--- src/hw/rtl/bcec_pkg.sv ---
`timescale 1ns / 1ps
package bcec_pkg;

	localparam int DATA_BITS = 8;
	localparam int CODE_BITS = 16;
	localparam int NUM_ROWS  = 8;
	localparam int REG_W     = 16;
	localparam int IDX_W     = 4;
	localparam int ROW_W     = $clog2(NUM_ROWS);
	localparam int POS_W     = $clog2(CODE_BITS);

	localparam logic OP_ENCODE = 1'b0;
	localparam logic OP_DECODE = 1'b1;

	typedef logic [NUM_ROWS-1:0][REG_W-1:0] h_mat_t;

	typedef struct packed {
		logic valid;
		logic op;
	} ctl_t;

endpackage

--- src/hw/rtl/bcec_cfg_regs.sv ---
`timescale 1ns / 1ps
module bcec_cfg_regs (
	input  logic                         clk,
	input  logic                         arst_n,
	input  logic                         cfg_valid,
	output logic                         cfg_ready,
	input  logic [bcec_pkg::IDX_W-1:0]   cfg_index,
	input  logic [bcec_pkg::REG_W-1:0]   cfg_data,
	output bcec_pkg::h_mat_t             h_mat
);

	bcec_pkg::h_mat_t h_q;

	assign cfg_ready = 1'b1;
	assign h_mat     = h_q;

	// drop writes past the last row
	always_ff @(posedge clk or negedge arst_n) begin
		if (!arst_n) begin
			h_q <= '0;
		end else if (cfg_valid && cfg_index < bcec_pkg::IDX_W'(bcec_pkg::NUM_ROWS)) begin
			h_q[cfg_index[bcec_pkg::ROW_W-1:0]] <= cfg_data;
		end
	end

endmodule

--- src/hw/rtl/bcec_syndrome.sv ---
`timescale 1ns / 1ps
module bcec_syndrome (
	input  logic                             clk,
	input  logic                             arst_n,
	input  bcec_pkg::h_mat_t                 h_mat,
	input  bcec_pkg::ctl_t                   ctl_s1,
	input  logic [bcec_pkg::CODE_BITS-1:0]   word_s1,
	output bcec_pkg::ctl_t                   ctl_s2,
	output logic [bcec_pkg::CODE_BITS-1:0]   word_s2,
	output logic [bcec_pkg::DATA_BITS-1:0]   syn_s2
);

	logic [bcec_pkg::DATA_BITS-1:0] syn_d;

	// one parity tree per used row
	always_comb begin
		for (int i = 0; i < bcec_pkg::DATA_BITS; i++) begin
			syn_d[i] = ^(h_mat[i][bcec_pkg::CODE_BITS-1:0] & word_s1);
		end
	end

	always_ff @(posedge clk or negedge arst_n) begin
		if (!arst_n) begin
			ctl_s2 <= '0;
		end else begin
			ctl_s2 <= ctl_s1;
		end
	end

	always_ff @(posedge clk) begin
		word_s2 <= word_s1;
		syn_s2  <= syn_d;
	end

endmodule

--- src/hw/rtl/bcec_match.sv ---
`timescale 1ns / 1ps
module bcec_match (
	input  logic                             clk,
	input  logic                             arst_n,
	input  bcec_pkg::h_mat_t                 h_mat,
	input  bcec_pkg::ctl_t                   ctl_s2,
	input  logic [bcec_pkg::CODE_BITS-1:0]   word_s2,
	input  logic [bcec_pkg::DATA_BITS-1:0]   syn_s2,
	output bcec_pkg::ctl_t                   ctl_s3,
	output logic [bcec_pkg::CODE_BITS-1:0]   word_s3,
	output logic [bcec_pkg::DATA_BITS-1:0]   syn_s3,
	output logic [bcec_pkg::CODE_BITS-1:0]   match_s3,
	output logic                             err_s3
);

	logic [bcec_pkg::CODE_BITS-1:0][bcec_pkg::DATA_BITS-1:0] col;
	logic [bcec_pkg::CODE_BITS-1:0]                          match_d;

	// match_d[j] is set when H column j (first code bit is column 0) equals the syndrome
	always_comb begin
		for (int j = 0; j < bcec_pkg::CODE_BITS; j++) begin
			for (int i = 0; i < bcec_pkg::DATA_BITS; i++) begin
				col[j][i] = h_mat[i][bcec_pkg::CODE_BITS-1-j];
			end
			match_d[j] = (col[j] == syn_s2);
		end
	end

	always_ff @(posedge clk or negedge arst_n) begin
		if (!arst_n) begin
			ctl_s3 <= '0;
		end else begin
			ctl_s3 <= ctl_s2;
		end
	end

	always_ff @(posedge clk) begin
		word_s3  <= word_s2;
		syn_s3   <= syn_s2;
		match_s3 <= match_d;
		err_s3   <= |syn_s2;
	end

endmodule

--- src/hw/rtl/bcec_correct.sv ---
`timescale 1ns / 1ps
module bcec_correct (
	input  logic                             clk,
	input  logic                             arst_n,
	input  bcec_pkg::ctl_t                   ctl_s3,
	input  logic [bcec_pkg::CODE_BITS-1:0]   word_s3,
	input  logic [bcec_pkg::DATA_BITS-1:0]   syn_s3,
	input  logic [bcec_pkg::CODE_BITS-1:0]   match_s3,
	input  logic                             err_s3,
	output logic                             done_s4,
	output logic [bcec_pkg::CODE_BITS-1:0]   word_s4,
	output logic [bcec_pkg::DATA_BITS-1:0]   dout_s4,
	output logic                             err_s4,
	output logic                             corr_s4,
	output logic [bcec_pkg::POS_W-1:0]       pos_s4,
	output logic                             unc_s4
);

	logic                             found;
	logic [bcec_pkg::POS_W-1:0]       first;
	logic [bcec_pkg::DATA_BITS-1:0]   par;
	logic [bcec_pkg::CODE_BITS-1:0]   word_d;
	logic                             err_d;
	logic                             corr_d;
	logic                             unc_d;
	logic [bcec_pkg::POS_W-1:0]       pos_d;

	// lowest matching column wins: scan from the top so the last hit sticks
	always_comb begin
		found = 1'b0;
		first = '0;
		for (int j = bcec_pkg::CODE_BITS - 1; j >= 0; j--) begin
			if (match_s3[j]) begin
				found = 1'b1;
				first = bcec_pkg::POS_W'(j);
			end
		end
	end

	// parity row 0 lands on the top parity bit
	always_comb begin
		for (int i = 0; i < bcec_pkg::DATA_BITS; i++) begin
			par[bcec_pkg::DATA_BITS-1-i] = syn_s3[i];
		end
	end

	always_comb begin
		word_d = word_s3;
		err_d  = 1'b0;
		corr_d = 1'b0;
		unc_d  = 1'b0;
		pos_d  = '0;
		case (ctl_s3.op)
			bcec_pkg::OP_ENCODE: begin
				word_d = {word_s3[bcec_pkg::CODE_BITS-1:bcec_pkg::DATA_BITS], par};
			end
			bcec_pkg::OP_DECODE: begin
				err_d  = err_s3;
				corr_d = err_s3 && found;
				unc_d  = err_s3 && !found;
				if (err_s3 && found) begin
					pos_d  = first;
					word_d = word_s3
						^ (bcec_pkg::CODE_BITS'(1) << (bcec_pkg::POS_W'(bcec_pkg::CODE_BITS - 1) - first));
				end
			end
			default: begin
				word_d = word_s3;
			end
		endcase
	end

	always_ff @(posedge clk or negedge arst_n) begin
		if (!arst_n) begin
			done_s4 <= 1'b0;
		end else begin
			done_s4 <= ctl_s3.valid;
		end
	end

	always_ff @(posedge clk) begin
		word_s4 <= word_d;
		dout_s4 <= word_d[bcec_pkg::CODE_BITS-1 -: bcec_pkg::DATA_BITS];
		err_s4  <= err_d;
		corr_s4 <= corr_d;
		pos_s4  <= pos_d;
		unc_s4  <= unc_d;
	end

endmodule

--- src/hw/rtl/block_code_encode_correct.sv ---
`timescale 1ns / 1ps
// Pipeline: four register stages (s1, s2, s3, s4) lie between a taken start and done.
// Throughput: one word per cycle; busy stays low, so start may be held every cycle.
// The result sits on the output ports for exactly one cycle with done; it is not held.
// Reset (arst_n low) clears the pipeline valid bits and all H rows to zero.
// Config writes are taken every cycle (cfg_ready high); indexes past row 7 are dropped.
module block_code_encode_correct (
	input  logic                             clk,
	input  logic                             arst_n,
	input  logic                             start,
	output logic                             busy,
	input  logic                             op,
	input  logic [bcec_pkg::CODE_BITS-1:0]   data_in,
	output logic                             done,
	output logic [bcec_pkg::CODE_BITS-1:0]   result_word,
	output logic [bcec_pkg::DATA_BITS-1:0]   data_out,
	output logic                             error_seen,
	output logic                             corrected,
	output logic [bcec_pkg::POS_W-1:0]       flip_position,
	output logic                             uncorrectable,
	input  logic                             cfg_valid,
	output logic                             cfg_ready,
	input  logic [bcec_pkg::IDX_W-1:0]       cfg_index,
	input  logic [bcec_pkg::REG_W-1:0]       cfg_data
);

	bcec_pkg::h_mat_t                 h_mat;
	bcec_pkg::ctl_t                   ctl_s1;
	bcec_pkg::ctl_t                   ctl_s2;
	bcec_pkg::ctl_t                   ctl_s3;
	logic [bcec_pkg::CODE_BITS-1:0]   word_in;
	logic [bcec_pkg::CODE_BITS-1:0]   word_s1;
	logic [bcec_pkg::CODE_BITS-1:0]   word_s2;
	logic [bcec_pkg::CODE_BITS-1:0]   word_s3;
	logic [bcec_pkg::DATA_BITS-1:0]   syn_s2;
	logic [bcec_pkg::DATA_BITS-1:0]   syn_s3;
	logic [bcec_pkg::CODE_BITS-1:0]   match_s3;
	logic                             err_s3;

	assign busy = 1'b0;

	// encode runs the syndrome over the data placed in the top code bits
	always_comb begin
		case (op)
			bcec_pkg::OP_ENCODE: begin
				word_in = bcec_pkg::CODE_BITS'({data_in[bcec_pkg::DATA_BITS-1:0],
					{bcec_pkg::DATA_BITS{1'b0}}});
			end
			default: begin
				word_in = data_in;
			end
		endcase
	end

	always_ff @(posedge clk or negedge arst_n) begin
		if (!arst_n) begin
			ctl_s1 <= '0;
		end else begin
			ctl_s1.valid <= start && !busy;
			ctl_s1.op    <= op;
		end
	end

	always_ff @(posedge clk) begin
		word_s1 <= word_in;
	end

	bcec_cfg_regs u_cfg (
		.clk       (clk),
		.arst_n    (arst_n),
		.cfg_valid (cfg_valid),
		.cfg_ready (cfg_ready),
		.cfg_index (cfg_index),
		.cfg_data  (cfg_data),
		.h_mat     (h_mat)
	);

	bcec_syndrome u_syn (
		.clk     (clk),
		.arst_n  (arst_n),
		.h_mat   (h_mat),
		.ctl_s1  (ctl_s1),
		.word_s1 (word_s1),
		.ctl_s2  (ctl_s2),
		.word_s2 (word_s2),
		.syn_s2  (syn_s2)
	);

	bcec_match u_match (
		.clk      (clk),
		.arst_n   (arst_n),
		.h_mat    (h_mat),
		.ctl_s2   (ctl_s2),
		.word_s2  (word_s2),
		.syn_s2   (syn_s2),
		.ctl_s3   (ctl_s3),
		.word_s3  (word_s3),
		.syn_s3   (syn_s3),
		.match_s3 (match_s3),
		.err_s3   (err_s3)
	);

	bcec_correct u_corr (
		.clk      (clk),
		.arst_n   (arst_n),
		.ctl_s3   (ctl_s3),
		.word_s3  (word_s3),
		.syn_s3   (syn_s3),
		.match_s3 (match_s3),
		.err_s3   (err_s3),
		.done_s4  (done),
		.word_s4  (result_word),
		.dout_s4  (data_out),
		.err_s4   (error_seen),
		.corr_s4  (corrected),
		.pos_s4   (flip_position),
		.unc_s4   (uncorrectable)
	);

	a_latency: assert property (@(posedge clk) disable iff (!arst_n)
		start && !busy |-> ##4 done)
		else $error("accepted word did not complete in four cycles");

	a_no_phantom: assert property (@(posedge clk) disable iff (!arst_n)
		!(start && !busy) |-> ##4 !done)
		else $error("result strobe without an accepted word");

	a_clean_word: assert property (@(posedge clk) disable iff (!arst_n)
		done && !error_seen |-> !corrected && !uncorrectable && flip_position == '0)
		else $error("correction flags set with zero syndrome");

	a_one_outcome: assert property (@(posedge clk) disable iff (!arst_n)
		done && error_seen |-> corrected != uncorrectable)
		else $error("nonzero syndrome must be either corrected or uncorrectable");

endmodule

--- config.mk ---
export PLATFORM = sky130hd
export DESIGN_NAME = block_code_encode_correct
export DESIGN_NICKNAME = d
export VERILOG_FILES = /design/src/hw/rtl/bcec_pkg.sv /design/src/hw/rtl/bcec_cfg_regs.sv /design/src/hw/rtl/bcec_syndrome.sv /design/src/hw/rtl/bcec_match.sv /design/src/hw/rtl/bcec_correct.sv /design/src/hw/rtl/block_code_encode_correct.sv
export SDC_FILE = /design/constraint.sdc
export NUM_CORES = 1
export LEC_CHECK = 0
export ABC_AREA = 1
export BUFFER_PORTS_ARGS = -buffer_cell sky130_fd_sc_hd__buf_4
export CAP_MARGIN = 20
export CORE_MARGIN = 2
export CORE_UTILIZATION = 35
export DETAILED_ROUTE_END_ITERATION = 10
export SLEW_MARGIN = 15
export SYNTH_ARGS = -nofsm -noshare
export SYNTH_HDL_FRONTEND = slang
export SYNTH_HIERARCHICAL = 1
export SYNTH_SLANG_ARGS = --single-unit
--- constraint.sdc ---
create_clock -name clk -period 1.8 [get_ports clk]
set_input_delay 0.45 -clock clk [delete_from_list [all_inputs] [get_ports clk]]
set_output_delay 0.45 -clock clk [all_outputs]
set_load 0.03 [all_outputs]
# Word-level counts from Yosys, hierarchy flattened
# Cells that the tools add are included.
dict set report word_totals {
  reg_bits 247
  in_bits 41
  out_inout_bits 34
  wordCells 113
}
dict set report classes {
  addsub 1
  order_cmp 3
  n_eq_ne 16
  shift 1
  mux 38
  bitwise 10
  reduce_logical 15
}
# operator n
set op_table {}
lappend op_table {{16-bit AND} 8}
lappend op_table {{128-bit bitwise mux} 1}
lappend op_table {{8-bit == test} 16}
lappend op_table {{16-bit XOR reduction} 8}
lappend op_table {{4-bit 2-to-1 mux} 16}
lappend op_table {{16-bit demux with 3-bit select} 1}
lappend op_table {{16-bit 2-to-1 mux} 3}
lappend op_table {{16-bit case mux with 2 select lines} 1}
lappend op_table {{1-bit 2-to-1 mux} 16}
lappend op_table {{1-bit by 4-bit << shifter with 16-bit output, first input constant} 1}
lappend op_table {{16-bit bitwise XOR} 1}
lappend op_table {{8-bit OR reduction} 1}
lappend op_table {{1-bit logical AND} 4}
lappend op_table {{3-bit by 4-bit < comparator with 1-bit output, second input constant} 1}
lappend op_table {{4-bit < comparator, second input constant} 1}
lappend op_table {{4-bit subtractor, first input constant} 1}
lappend op_table {{3-bit by 1-bit >= comparator with 1-bit output, second input constant} 1}
lappend op_table {{2-bit AND reduction} 1}
lappend op_table {{1-bit zero test} 1}
lappend op_table {{1-bit NOT} 1}

# Logic depth before layout (Yosys ltp)
dict set report logic_depth {
  word_depth 21
  ltp_mapped 20
  ltp_nobuf 20
}

# Cells and area by module
# Netlist, hierarchy kept.
# mod n_inst cells_each area_each_um2 seq_area_each_um2
set by_module_without_submodules {}
lappend by_module_without_submodules {bcec_cfg_regs 1 584 5205.0 3203.1}
lappend by_module_without_submodules {bcec_syndrome 1 818 4297.9 530.5}
lappend by_module_without_submodules {bcec_match 1 702 3475.8 870.8}
lappend by_module_without_submodules {bcec_correct 1 181 1348.8 485.5}
lappend by_module_without_submodules {block_code_encode_correct 1 63 566.8 370.4}

# Least setup slack after synthesis
# Ideal clock, no wire load.
dict set report synth_timing {
  kind {register to register}
  startpoint {reg u_match/match_s3[0] in the netlist's numbering}
  endpoint {reg u_corr/word_s4[1] in the netlist's numbering}
  setup_ns 0.116
  t_arrival_ns 1.409
  required_time_ns 1.684
  path_slack_ns 0.275
  path_stages_with_launch 13
  path_buffers 0
  period_less_slack_ns 1.525
  cell_sequence {dfxtp_1 > clkinv_2 > nand2_1 > nor3_2 > inv_2 > nor2_4 > inv_2 > nor3_4 > nand3_1 > nand2_1 > inv_1 > o21ai_1 > nand2_1}
}
dict set report synth_via {
  elab_chain_cells 6
  word_cells_on_any_way 8
  classes_between {1 x add/sub; 1 x shift; 4 x mux; 1 x bitwise; 1 x reduce/logical}
}
# element line
set synth_rtl {}
lappend synth_rtl {{start, declared} bcec_match.sv:12} ;# output logic [bcec_pkg::CODE_BITS-1:0] match_s3,
lappend synth_rtl {{start signal, assigned} bcec_match.sv:40} ;# match_s3 <= match_d;
lappend synth_rtl {{4-bit 2-to-1 mux} bcec_correct.sv:33} ;# if (match_s3[j]) begin
lappend synth_rtl {{4-bit subtractor} bcec_correct.sv:64} ;# ^ (bcec_pkg::CODE_BITS'(1) << (bcec_pkg::POS_W'(bcec_pkg::CODE_BITS - 1) - first));
lappend synth_rtl {{1-bit by 4-bit << shifter with 16-bit output} bcec_correct.sv:64}
lappend synth_rtl {{16-bit bitwise XOR} bcec_correct.sv:64}
lappend synth_rtl {{16-bit 2-to-1 mux *} bcec_correct.sv:61} ;# if (err_s3 && found) begin
lappend synth_rtl {{16-bit case mux with 2 select lines *} bcec_correct.sv:53} ;# case (ctl_s3.op)
lappend synth_rtl {{net u_corr.word_d (one bit)} bcec_correct.sv:22} ;# logic [bcec_pkg::CODE_BITS-1:0] word_d;
lappend synth_rtl {{end signal, assigned} bcec_correct.sv:82} ;# word_s4 <= word_d;
lappend synth_rtl {{end, declared} bcec_correct.sv:11} ;# output logic [bcec_pkg::CODE_BITS-1:0] word_s4,
# The timed path passes the listed nets; every way through them passes the cells marked *.
# A chain may end at the register's enable or synchronous reset.

# Final worst setup path
dict set report layout_timing {
  startpoint {reg u_match/match_s3[14] in the netlist's numbering}
  endpoint {reg u_corr/word_s4[4] in the netlist's numbering}
}
dict set report layout_via {
  elab_chain_cells 20
  word_cells_on_any_way 36
  classes_between {1 x add/sub; 1 x shift; 32 x mux; 1 x bitwise; 1 x reduce/logical}
}
# element line
set layout_rtl {}
lappend layout_rtl {{4-bit 2-to-1 mux (15 in series)} bcec_correct.sv:33}
lappend layout_rtl {{4-bit subtractor} bcec_correct.sv:64}
lappend layout_rtl {{1-bit by 4-bit << shifter with 16-bit output} bcec_correct.sv:64}
lappend layout_rtl {{16-bit bitwise XOR} bcec_correct.sv:64}
lappend layout_rtl {{16-bit 2-to-1 mux *} bcec_correct.sv:61}
lappend layout_rtl {{16-bit case mux with 2 select lines *} bcec_correct.sv:53}
lappend layout_rtl {{net u_corr.word_d (one bit)} bcec_correct.sv:22}
# Marked as above.

==> flow_metrics.tcl <==
set metrics [dict create \
    status "finished, final reports clean" \
    first_global_vias 13100 \
    fraction_of_synthesized_cell_area_taken_by_the_top_area_cell_type_pct 34.0 \
    detail_route.wirelength_mm 45.3 \
    finClkSkew_ns 0.0107 \
    grt_max_degree 52 \
    cts_htree_levels 1 \
    mean_instance_size_in_the_synthesized_netlist_um2 6.34 \
    yosys.area.top_type "nand2_1" \
    worstPathRequired_ns 2.25 \
    critical_path_peak_fanout 9 \
    place_congestion 0.857 \
    detailed_place.area_um2 16100 \
    yosys-top-cells-count "nand2_1, inv_1, dfrtp_1" \
    layout_worst_path_cycle_share_pct 95.5 \
    initial_core_util_pct 35.5 \
    power.ir.vdd_worst_mv 0.757 \
    syn_to_final_growth_pct 15.5 \
    netlist-cell-type-count 41 \
    worstSkewPairLatency_ns 0.56 \
    report.final.setup_viol 0 \
    firstDrtPassIters 6 \
    die-width_um 210 \
    place_worst_setup_slack_ns 0.0681 \
    synthMostInstantiatedCell "nand2_1" \
    fp.dieH_um 210 \
    fraction_of_registers_with_async_set_or_reset_after_synthesis_pct 56.5 \
    cts_sinks 239 \
    yosys_warnings 6 \
    io_pins 75 \
    netlist_area_um2 14900 \
    leakage_uw 0.00984 \
    critPathLaunchType "flop" \
    synth.ff_latch_count 239 \
    fin_nets 2456 \
    placement_rows 75 \
    grt_total_ovfl 0 \
    cpMostUsedCell "nand2_1" \
    avgViaCountPerCell 4.68 \
    max_cap_violations 0 \
    dr.first_iter.drc_count 944 \
    placement.io_buffers 72 \
    worstHoldPathType "in -> reg" \
    fmax_mhz 582 \
    cts-root-to-sink-buffers 3 \
    dieArea_um2 44200 \
    synth_edf_count 0 \
    powerDensity_nw_per_um2 1320 \
    clock_tree_from_tritoncts "done" \
    nFillCells 4323 \
    layout_min_cycle_time_ns 1.72 \
    synthesis.instances 2348 \
    crit_slowest_cell "dfxtp_2" \
    grt.total_usage_pct 20.5 \
    post_synth_main_area_contributors "nand2_1, dfrtp_1, dfxtp_1" \
    cts_buffers 28 \
    arrival_ns 2.17 \
    crit_chain "or2_4, nor3_2, inv_1, a21oi_2, nor2_4, clkinv_4, nand4_2, nor2_1, nand2_1, nand3_1, nand2_1" \
    postLayoutCellArea_um2 17200 \
    grt_setup_unrepaired "yes" \
    max_stage_delay_ns 0.32 \
    synth_top_flop_cell "dfrtp_1" \
    clock-root-buffer "clkbuf_16" \
    classification_of_the_worst_setup_path "reg -> reg" \
    num_vias 13900 \
    remaining_drc_errors 0 \
    clkTransAtPathRegs_ns 0.06 \
    slew_violations 0 \
    core_area_um2 41900 \
    endpoint_kind_of_the_worst_setup_timing_path "flop" \
    dp.final_hpwl_mm 32.7 \
    route.antenna.remaining_nets 0 \
    detail_route.wl_per_cell_um 15.2 \
    syn-num-nets 2389 \
    grt_antenna_before_repair 2 \
    grt_pass1_wl_mm 71.2 \
    yosysSeqAreaShare_pct 36.7 \
    final_layout_size_suffix_gt1_share_pct 14.7 \
    finalHoldViolations 0 \
    timing.final.ws_setup_ns 0.0812 \
]
==> cells by family after synthesis <==
family / Yosys count / synth area share, %
buffers and inverters: 354 / 11.0
DFF: 239 / 36.7
and+or+nand+nor: 1647 / 45.9
AOI/OAI and AO/OA: 42 / 1.61
xor gates and xnor gates: 64 / 4.77
other: 2 / 0.0504
==> state kept, by name, summed over array words and instances, names as in the netlist <==
signal,count
u_cfg/h_mat,128
u_match/match_s3,16
u_match/word_s3,16
u_syn/word_s2,16
word_s1,16
u_corr/dout_s4,8
u_corr/word_s4,8
u_match/syn_s3,8
u_syn/syn_s2,8
u_corr/pos_s4,4
ctl_s1,2
u_match/ctl_s3,2
u_syn/ctl_s2,2
u_corr/corr_s4,1
u_corr/done_s4,1
u_corr/err_s4,1
u_corr/unc_s4,1
u_match/err_s3,1
==> layout by cell type, fill, tap and decap left out, types with 12 or more instances in the layout <==
cell type	instances
inv_2	37
o21ai_0	32
xnor2_2	20
nand3_1	83
dfrtp_1	135
nand2_1	1350
xnor2_1	12
inv_1	213
clkbuf_16	28
buf_4	107
nand2_4	27
nand2_2	51
dfxtp_1	101
buf_12	20
nor2_1	99
xor2_1	32
==> routing by layer <==
layer,GRT usage (%),part of all wire [%],vias up
met5,0,0.029,-
met4,6.60,3.5,2
met3,2.44,5.3,102
met2,35.8,48,382
met1,26.4,43,6396
li1,-,-,7056
==> area by class of cell <==
| class | count | area, um2 | share of cell area, % |
|---|---|---|---|
| inverters | 259 | 993 | 5.78 |
| repair buffers | 132 | 1260 | 7.31 |
| diodes | 1 | 2.50 | 0.0146 |
| well taps | 539 | 674 | 3.92 |
| multi-input cells | 1755 | 7840 | 45.6 |
| flip-flops and latches | 239 | 5460 | 31.8 |
| clock buffers | 37 | 815 | 4.74 |
| clock inverters | 15 | 153 | 0.888 |
==> stage by stage <==
step	cells	hold slack, ns	total power, uW	TNS (ns)	utilization, %
after detailed placement	2916	0.305	16500	0	38.4
after global routing	2976	0.0994	24300	-0.686	41.0
after floorplan	2348	0.154	14100	0	-
after global placement	2916	0.304	16300	0	38.4
after CTS	2970	0.0772	22400	0	40.8
final	2977	0.0961	22600	0	41.0
==> report_power, final <==
part | switching (uW) | total [uW] | internal, uW
combinational | 6080 | 9320 | 3240
clock | 2410 | 5890 | 3480
sequential | 1050 | 7440 | 6390
total | 9540 | 22600 | 13100
==> repair_timing <==
item,in CTS,in global routing
endpoints found under the hold margin,15,0
buffers inserted,0,7
hold buffers,2,0
setup endpoints to repair,0,16
gates resized for setup,0,13
==> worst max-delay path: cells and delay by family, from the launching register on <==
| kind | cells | cell delay [ns] |
|---|---|---|
| buf+inv | 2 | 0.17 |
| simple gates | 8 | 0.93 |
| flops | 1 | 0.32 |
| compound gates | 1 | 0.20 |
==> path summary, 6_finish.rpt <==
path | start | cells after the start | slack, ns | end
setup / recovery | u_match/match_s3[14]$_DFF_P_ | 11 | 0.08 | u_corr/word_s4[4]$_DFF_P_
max in group asynchronous | arst_n | 3 | 0.92 | u_cfg/h_mat[26]$_DFFE_PN0P_
min in group asynchronous | arst_n | 2 | 0.29 | u_cfg/h_mat[67]$_DFFE_PN0P_
setup reg to reg | u_match/match_s3[14]$_DFF_P_ | 11 | 0.08 | u_corr/word_s4[4]$_DFF_P_
hold / removal | data_in[5] | 3 | 0.1 | word_s1[5]$_SDFF_PN0_
hold reg to reg | u_syn/word_s2[8]$_DFF_P_ | 0 | 0.33 | u_match/word_s3[8]$_DFF_P_
Power figures use the tool's default switching activity.
